## config.mk

```make
export PLATFORM = sky130hd
export DESIGN_NAME = lsf_front
export DESIGN_NICKNAME = d
export VERILOG_FILES = /design/src/design/lsf_pkg.sv /design/src/design/lsf_front.sv
export SDC_FILE = /design/constraint.sdc
export NUM_CORES = 1
export LEC_CHECK = 0
export ABC_CLOCK_PERIOD_IN_PS = 2100
export BUFFER_PORTS_ARGS = -buffer_cell sky130_fd_sc_hd__buf_2
export CORE_ASPECT_RATIO = 1.75
export CORE_UTILIZATION = 51
export DETAILED_ROUTE_END_ITERATION = 8
export GPL_TIMING_DRIVEN = 0
export HOLD_SLACK_MARGIN = 0.03
export PLACE_DENSITY = 0.76
export SLEW_MARGIN = 20
export SYNTH_ARGS = -nofsm -noshare
export SYNTH_HDL_FRONTEND = slang
export SYNTH_SLANG_ARGS = --single-unit
export TNS_END_PERCENT = 50
```

## constraint.sdc

```tcl
create_clock -name clock -period 2.1 [get_ports clock]
set_input_delay 0.105 -clock clock [delete_from_list [all_inputs] [get_ports clock]]
set_output_delay 0.105 -clock clock [all_outputs]
set_load 0.05 [all_outputs]
```

## src/design/lsf_pkg.sv

```systemverilog
package lsf_pkg;

   localparam int MAX_POINTS_DEF = 1024;

   localparam int PT_W        = 16;
   localparam int FIX_W       = 32;
   localparam int STATUS_W    = 2;
   localparam int COUNT_OUT_W = 11;
   localparam int REQ_DATA_W  = 32;
   localparam int RSP_DATA_W  = 80;
   localparam int DIGIT_W     = 16;

   localparam int QUEUE_DEPTH = 2;
   localparam int QPTR_W      = $clog2(QUEUE_DEPTH);

   localparam int SLOPE_SHIFT     = 16;
   localparam int INTERCEPT_SHIFT = 8;

   localparam logic [FIX_W-1:0] FIX_MAX = 32'h7FFF_FFFF;
   localparam logic [FIX_W-1:0] FIX_MIN = 32'h8000_0000;

   typedef enum logic {
      OP_ADD   = 1'b0,
      OP_CLEAR = 1'b1
   } lsf_op_type;

   typedef enum logic [STATUS_W-1:0] {
      ST_FIT  = 2'd0,
      ST_FEW  = 2'd1,
      ST_FLAT = 2'd2,
      ST_FULL = 2'd3
   } lsf_status_type;

   typedef struct packed {
      lsf_op_type              op;
      logic signed [PT_W-1:0]  x;
      logic signed [PT_W-1:0]  y;
   } lsf_cmd_type;

endpackage

```

## src/design/lsf_front.sv

```systemverilog
module lsf_front
   import lsf_pkg::*;
(
   input  logic                  clock,
   input  logic                  reset,
   input  logic                  req_tvalid,
   output logic                  req_tready,
   input  logic [REQ_DATA_W-1:0] req_tdata,
   input  logic [0:0]            req_tuser,
   output logic                  cmd_valid,
   input  logic                  cmd_ready,
   output lsf_cmd_type           cmd
);

   lsf_cmd_type             queue_ff [QUEUE_DEPTH];
   lsf_cmd_type             entry_in;
   logic [QPTR_W-1:0]       wr_ptr_ff, wr_ptr_in;
   logic [QPTR_W-1:0]       rd_ptr_ff, rd_ptr_in;
   logic [QPTR_W:0]         fill_ff, fill_in;
   logic                    push, pop;

   assign req_tready = (fill_ff != (QPTR_W+1)'(QUEUE_DEPTH));
   assign cmd_valid  = (fill_ff != '0);
   assign cmd        = queue_ff[rd_ptr_ff];

   assign push = req_tvalid && req_tready;
   assign pop  = cmd_valid && cmd_ready;

   // classify the word: tuser picks clear or add
   always_comb begin
      entry_in.op = req_tuser[0] ? OP_CLEAR : OP_ADD;
      entry_in.x  = req_tdata[PT_W-1:0];
      entry_in.y  = req_tdata[2*PT_W-1:PT_W];
   end

   always_comb begin
      wr_ptr_in = push ? wr_ptr_ff + QPTR_W'(1) : wr_ptr_ff;
      rd_ptr_in = pop  ? rd_ptr_ff + QPTR_W'(1) : rd_ptr_ff;
      case ({push, pop})
         2'b10:   fill_in = fill_ff + (QPTR_W+1)'(1);
         2'b01:   fill_in = fill_ff - (QPTR_W+1)'(1);
         default: fill_in = fill_ff;
      endcase
   end

   always_ff @(posedge clock) begin
      if (reset) begin
         wr_ptr_ff <= '0;
         rd_ptr_ff <= '0;
         fill_ff   <= '0;
      end else begin
         wr_ptr_ff <= wr_ptr_in;
         rd_ptr_ff <= rd_ptr_in;
         fill_ff   <= fill_in;
      end
      if (push) begin
         queue_ff[wr_ptr_ff] <= entry_in;
      end
   end

endmodule

```

==> out/results.env, run 1 <==
MAX_CAP_VIOLATIONS=0
POST-ROUTE-WORST-SETUP-SLACK_NS=0.266
CP-START-KIND='register'
SYNTH_LARGEST_TYPE_AREA_FRACTION=0.763
FMAX_GHz=0.545
P_LEAK_nW=1.39
MAXSLEWHEADROOM=0.474
ROUTED-WL-MET3_UM=202
TOP_POST_SYNTHESIS_CELLS_BY_AREA='edfxtp_1 (76%), mux2_2 (14%), dfxtp_1 (3.9%), buf_2 (0.77%), xnor2_1 (0.67%)'
VIA_DENSITY_PER_INSTANCE=5.04
SYNTH_ADDER_AREA_SHARE=0.00482
SYNTH.AVG_CELL_AREA_UM2=20.4
GRT_OVERFLOW=0
SOURCE_TO_SINK_CLOCK_DELAY_AT_THE_LATER_PIN_OF_THE_WORST_SKEW_PAIR_NS=0.34
SYNTH-COMPOUND-AREA-SHARE=0.0125
RUN_STATUS='finished, final reports clean'
REGAREA_MM2=0.00208
DIE_WIDTH_UM=55.9
CTS.REPAIR.RESIZED=0
CRITICALPATHCATEGORY='reg -> reg'
CRITICAL_PATH_REQUIRED_NS=2.07
GRT_START_MAX_NET_PINS=34
SYNTH.NET_COUNT=165
CTS_INSERTED_BUFFERS=9
GRT_ANTENNA_BEFORE_REPAIR=0
POSTSYNTH.TOPFLOPCELL='edfxtp_1'
CTS.PATH.MAX_BUFFERS=2
CLOCK_TREE_FROM_TRITONCTS='yes'
MIN-DELAY-PATH-CLASS='in -> reg'
TOP_LAYER='met4'
FLOORPLAN_DIE_AREA_MM2=0.00539
FLOORPLAN.ROWS=34
DIE_H_UM=96.4
TIMING.FINAL.CRIT_PERIOD_NS=1.83
PLACEMENT.SETUP.WORST_SLACK_NS=0.292
NUM_IO_PINS=72
ANTENNA_VIOLATING_NETS_REMAINING=0
FIRST_GLOBAL_VIAS=1656
CTS-HTREE-LEVELS=3
DRT_PRE_ANTENNA_ITERS=4
REPORT.FINAL.SLEW_VIOL_COUNT=0
NUM_ANTENNA_CELLS=0
ASYNC_FLOP_SHARE=0
GR-USAGE-ALL-LAYERS=0.195
SYN_AREA_MM2=0.00260
IO_BUFFERS=71
DRT-WIRELENGTH-PER-CELL_UM=16.6
CLK_PIN_SLEW_NS=0.07
CTS_NUM_SINKS=71
SYNTH-SEQ-CELLS=71
SYNTH_EDF_COUNT=66
DETAILROUTE.WIRELENGTH.MET2_UM=2850
FLOORPLAN.INITIALDENSITY=0.526
FINAL_HOLD_VIOLATIONS=0
SYN_INST=127
POST-ROUTE-PERIOD-UTIL=0.874
WIRELENGTH_MET1_UM=1810
WORST_CLOCK_SKEW_NS=0.00756
WORST_HOLD_SLACK_NS=0.151
POST-SYNTH-TOP-AREA-CELL='edfxtp_1'
YOSYS.AREA_SHARE.SIMPLE=0.0183
REMAINING_DRC_ERRORS=0
TIGHTEST_SLEW_NS=0.789
CTS.ROOT.BUFFER_CELL='clkbuf_8'
MAXIMUM_NET_FANOUT_ON_THE_CRITICAL_PATH=33
FLOORPLAN.CORE_AREA_MM2=0.00493
CTS_SETUP_BUFFERS=0
GRT_SETUP_UNREPAIRED='no'
SETUP_VIOL=0
MULTI_INPUT_COMB_AREA_UM2=492
NUM-FILL-CELLS=326
DR.FIRST_ITER.DRC_COUNT=51
HOLDBUFCOUNTCTS=34
LAYOUT-AREA-OVERHEAD-VS-SYNTH_PCT=38.4
WIRE_LENGTH_OF_THE_FIRST_GLOBAL_ROUTING_PASS_UM=7420
POWER_PER_CELL_AREA_mW_PER_MM2=1370
FINISH.NET_COUNT=281
YOSYS.CELL_TYPES.COUNT=19
SYNTH_SEQUENTIAL_AREA_RATIO=0.802
WORSTPATHARRIVAL_NS=1.80
SYNTH-XOR-AREA-SHARE=0.0101
DRT_WL_TOTAL_UM=5000
END_KIND='register'
GP_ROUTABILITY_CONGESTION=0.638
ROUTED-VIA-COUNT=1523
FINAL_LAYOUT_SIZE_SUFFIX_GT1_FRAC=0.516
SYNTH_COMMONEST_CELLS='edfxtp_1 (66), mux2_2 (33), dfxtp_1 (5)'
SYNTH_MOST_COMMON_CELL='edfxtp_1'
SYNTH_MUX_AREA_FRAC=0.143
YOSYSWARNINGCOUNT=0
DOMINANT_COMBINATIONAL_CELL_FAMILY_BY_AREA_AFTER_SYNTHESIS='multiplexers'
PLACE_HPWL_UM=3090
VDD_IR_DROP_MAX_mV=1.44
final timing paths:
check | to | startpoint | slack, ns | depth (start not counted)
setup / recovery | queue_ff[0][8] | fill_ff[0] | 0.27 | 3
hold / removal | wr_ptr_ff | req_tvalid | 0.15 | 3
setup reg to reg | queue_ff[0][8] | fill_ff[0] | 0.27 | 3
hold reg to reg | register | rd_ptr_ff | 0.56 | 2
cell families (layout without fill, tap and decap cells):
| group | count (synthesis) | in the layout |
|---|---|---|
| AO/OA/AOI/OAI | 5 | 5 |
| buffers and inverters | 5 | 126 |
| flip-flops | 71 | 71 |
| multiplexers | 33 | 33 |
| XOR/XNOR | 3 | 3 |
| AND/OR/NAND/NOR | 9 | 9 |
| adder cells (fa/ha/maj) | 1 | 1 |
flip-flops by register name, summed over array words and instances, names as in the netlist, named ones only:
signal,flops
fill_ff,2
queue_ff,66
rd_ptr_ff,1
wr_ptr_ff,1
final cells by class:
type | instances | share of cell area
plain buffers | 4 | 0.00557
well taps | 54 | 0.0188
flip-flops and latches | 71 | 0.580
multi-input cells | 51 | 0.137
repair buffers | 105 | 0.194
clock inverters | 5 | 0.0223
inverters | 1 | 0.00104
clock buffers | 11 | 0.0421
power breakdown:
part / internal, mW / switching, mW
Clock: 0.731 / 0.486
Combinational: 0.548 / 1.31
Sequential: 1.79 / 0.0744
cell usage in the layout, fill, tap and decap left out:
master / instances
buf_2: 75
nor2_1: 3
and3_2: 1
clkinv_2: 1
nand3b_1: 1
dfxtp_1: 5
clkbuf_8: 11
xor2_1: 1
clkinvlp_4: 2
inv_2: 1
ha_1: 1
nand2b_1: 1
dlygate4sd3_1: 34
nand2_1: 1
a21oi_1: 2
o21a_1: 1
or3_1: 1
mux2_2: 33
bufinv_16: 2
edfxtp_1: 66
xnor2_1: 2
or2_2: 1
o21ai_0: 1
a21bo_2: 1
layer usage:
layer	track usage	up-vias
met4	0.128	0
met1	0.176	739
met3	0.0479	12
li1	-	726
met5	0	-
met2	0.380	46
critical path, cell delays in order (launching register included):
cell and delay [ns]:
dfxtp_1 0.44, nand2b_1 0.25, nand3b_1 0.19, inv_2 0.58
stage by stage:
stage | setup TNS, ns | std cells | instance area (um2) | util | total power, mW
final | 0 | 302 | 3590 | 0.728 | 4.94
after detailed placement | 0 | 252 | 3020 | 0.612 | 3.70
after global placement | 0 | 252 | 3020 | 0.612 | 3.64
after CTS | 0 | 302 | 3590 | 0.728 | 4.97
after floorplan | -0.697 | 127 | 2600 | - | 3.31
after global routing | 0 | 302 | 3590 | 0.728 | 5.12
(Power assumes the default switching activity.)
==> run 2, diff against run 1 <==
--- a/constraint.sdc
+++ b/constraint.sdc
@@ -3,2 +3,2 @@
 set_output_delay 0.105 -clock clock [all_outputs]
-set_load 0.05 [all_outputs]
+set_load 0.01 [all_outputs]
==> run 2 against run 1 <==
Against the previous run: sequential share of layout area increased by 1.2 points; first-iteration DRC count fell by 51%; sequential power barely moved; hold slack worse by 0.017 ns; setup slack better by 0.082 ns; via count decreased by 1.6%; design area fell by 2.0%; combinational power decreased by 41%; clock-buffer cell count up 3; core utilization fell by 1.4 points; non-clock buffer count stayed put; clock power is 26% lower; critical endpoint is now queue_ff[1][18]; largest cell class unchanged.
==> out/results.env, run 2 (synthesis results as in run 1) <==
PLACEMENT.SETUP.WORST_SLACK_NS=0.340
ROUTED-VIA-COUNT=1499
LAYOUT-AREA-OVERHEAD-VS-SYNTH_PCT=35.7
GP_ROUTABILITY_CONGESTION=0.686
CTS.PATH.MAX_BUFFERS=2
CTS.ROOT.BUFFER_CELL='clkbuf_8'
CTS_NUM_SINKS=71
MOSTFREQUENTLAYOUTCELLS='buf_2 (75), edfxtp_1 (66), dlygate4sd3_1 (34)'
TOP_LAYER='met4'
CRIT-REG2REG-CAPTURE='queue_ff[1][18]'
GR-USAGE-ALL-LAYERS=0.184
POST-ROUTE-PERIOD-UTIL=0.835
MAXIMUM_NET_FANOUT_ON_THE_CRITICAL_PATH=33
RR_WORST_DEPTH=2
PLACE_HPWL_UM=2950
LAYOUT_COMMONEST_CELL='buf_2'
POWER_PER_CELL_AREA_mW_PER_MM2=1100
NUM-FILL-CELLS=338
LARGEST_REG_FLOPS=66
IO_BUFFERS=71
CTS-HTREE-LEVELS=3
FLOORPLAN.ROWS=34
DIE_WIDTH_UM=55.9
CRITICALPATHCATEGORY='reg -> reg'
FINAL_LAYOUT_SIZE_SUFFIX_GT1_FRAC=0.496
MAXSLEWHEADROOM=0.491
CTS.REPAIR.RESIZED=0
VDD_IR_DROP_MAX_mV=1.05
REMAINING_DRC_ERRORS=0
HOLD_START='req_tvalid'
NUM_ANTENNA_CELLS=0
POST-ROUTE-WORST-SETUP-SLACK_NS=0.347
CRITICAL_PATH.REG2REG.STARTPOINT='fill_ff[0]'
CLOCK_TREE_FROM_TRITONCTS='yes'
HOLD-PATH-CELL-COUNT=3
SETUP_VIOL=0
DRT-WIRELENGTH-PER-CELL_UM=16.0
FLOORPLAN.INITIALDENSITY=0.526
ENDPOINT_WORST_HOLD='wr_ptr_ff'
GRT_START_MAX_NET_PINS=34
CLK_PIN_SLEW_NS=0.06
MAX_CAP_VIOLATIONS=0
SOURCE_TO_SINK_CLOCK_DELAY_AT_THE_LATER_PIN_OF_THE_WORST_SKEW_PAIR_NS=0.33
ROUTED-WL-MET3_UM=204
VIA_DENSITY_PER_INSTANCE=4.96
FMAX_GHz=0.571
GRT_OVERFLOW=0
MIN-DELAY-PATH-CLASS='in -> reg'
POWER.TOTAL_mW=3.87
DIE_H_UM=96.4
TIGHTEST_SLEW_NS=0.764
CTS_INSERTED_BUFFERS=9
DR.FIRST_ITER.DRC_COUNT=25
REG2REG_SETUP_SLACK_NS=0.35
WIRE_LENGTH_OF_THE_FIRST_GLOBAL_ROUTING_PASS_UM=7070
FLOORPLAN_DIE_AREA_MM2=0.00539
GRT_ANTENNA_BEFORE_REPAIR=0
FLOORPLAN.CORE_AREA_MM2=0.00493
WIRELENGTH_MET1_UM=1770
DRT_PRE_ANTENNA_ITERS=4
REPORT.FINAL.SLEW_VIOL_COUNT=0
RUN_STATUS='finished, final reports clean'
WORSTPATHARRIVAL_NS=1.71
FINAL_HOLD_VIOLATIONS=0
FINISH.NET_COUNT=281
TIMING.FINAL.CRIT_PERIOD_NS=1.75
P_LEAK_nW=1.36
FIRST_GLOBAL_VIAS=1566
REG.LARGEST.LIST='queue_ff x66, fill_ff x2'
WORST_CLOCK_SKEW_NS=0.00667
ANTENNA_VIOLATING_NETS_REMAINING=0
CRITICAL_PATH_REQUIRED_NS=2.06
END_KIND='register'
DETAILROUTE.WIRELENGTH.MET2_UM=2800
DRT_WL_TOTAL_UM=4840
CP-START-KIND='register'
NUM_IO_PINS=72
MAX_FLOP_REGISTER='queue_ff'
GRT_SETUP_UNREPAIRED='no'
[run 2: changes by cell type in the layout (fill, tap and decap cells not counted), sizes merged]
cell / change
bufinv: -2
clkinv: +1
clkbuf: +3
clkinvlp: -2
[run 2: worst max-delay path: stages (launching register included)]
cell and delay, ns:
dfxtp_1 0.42, nand2b_1 0.23, and3_2 0.73
[run 2: repair_timing]
action | 4_1_cts | 5_1_grt
endpoints found under the hold margin | 71 | 0
buffers inserted | 0 | 0
hold buffers | 34 | 0
[run 2: cell type report]
cell class                 instances  area, um2  area share
sequential                        71       2080       0.591
clock buffer                      14        153      0.0433
buffer                             4       20.0     0.00568
multi-input combinational         51        492       0.140
inverter                           1       3.75     0.00107
tap                               54       67.6      0.0192
timing repair buffer             105        696       0.198
clock inverter                     2       8.76     0.00249
[run 2: where the power goes]
| group | total (mW) | internal [mW] | switching (mW) |
|---|---|---|---|
| logic | 1.10 | 0.545 | 0.556 |
| registers | 1.87 | 1.79 | 0.0706 |
| clock network | 0.902 | 0.457 | 0.444 |
| total | 3.87 | 2.80 | 1.07 |
[run 2: how the worst max path moves through the flow]
| stage | start | to | depth (start not counted) |
|---|---|---|---|
| 2_1_floorplan | fill_ff[0] | queue_ff[1][0] | 2 |
| 3_3_place_gp | fill_ff[0] | queue_ff[1][1] | 2 |
| 3_5_place_dp | fill_ff[0] | queue_ff[1][3] | 2 |
| 4_1_cts | fill_ff[0] | queue_ff[1][2] | 2 |
| 5_1_grt | fill_ff[0] | queue_ff[1][18] | 2 |
| 6_report | fill_ff[0] | queue_ff[1][18] | 2 |
[run 2: per-layer routing]
layer  up-vias  global-route usage
met1       724               0.170
met2        46               0.354
met3         6              0.0533
met5         -                   0
li1        723                   -
met4         0               0.106
[run 2: metrics by stage]
step	cell area, um2	utilization	hold WS, ns	setup TNS [ns]	std cells
finish	3520	0.714	0.134	0	302
global route	3520	0.714	0.132	0	302
CTS	3520	0.714	0.118	0	302
detailed placement	3020	0.612	0.297	0	252
global placement	3020	0.612	0.293	-2.17	252
floorplan	2600	-	0.174	0	127
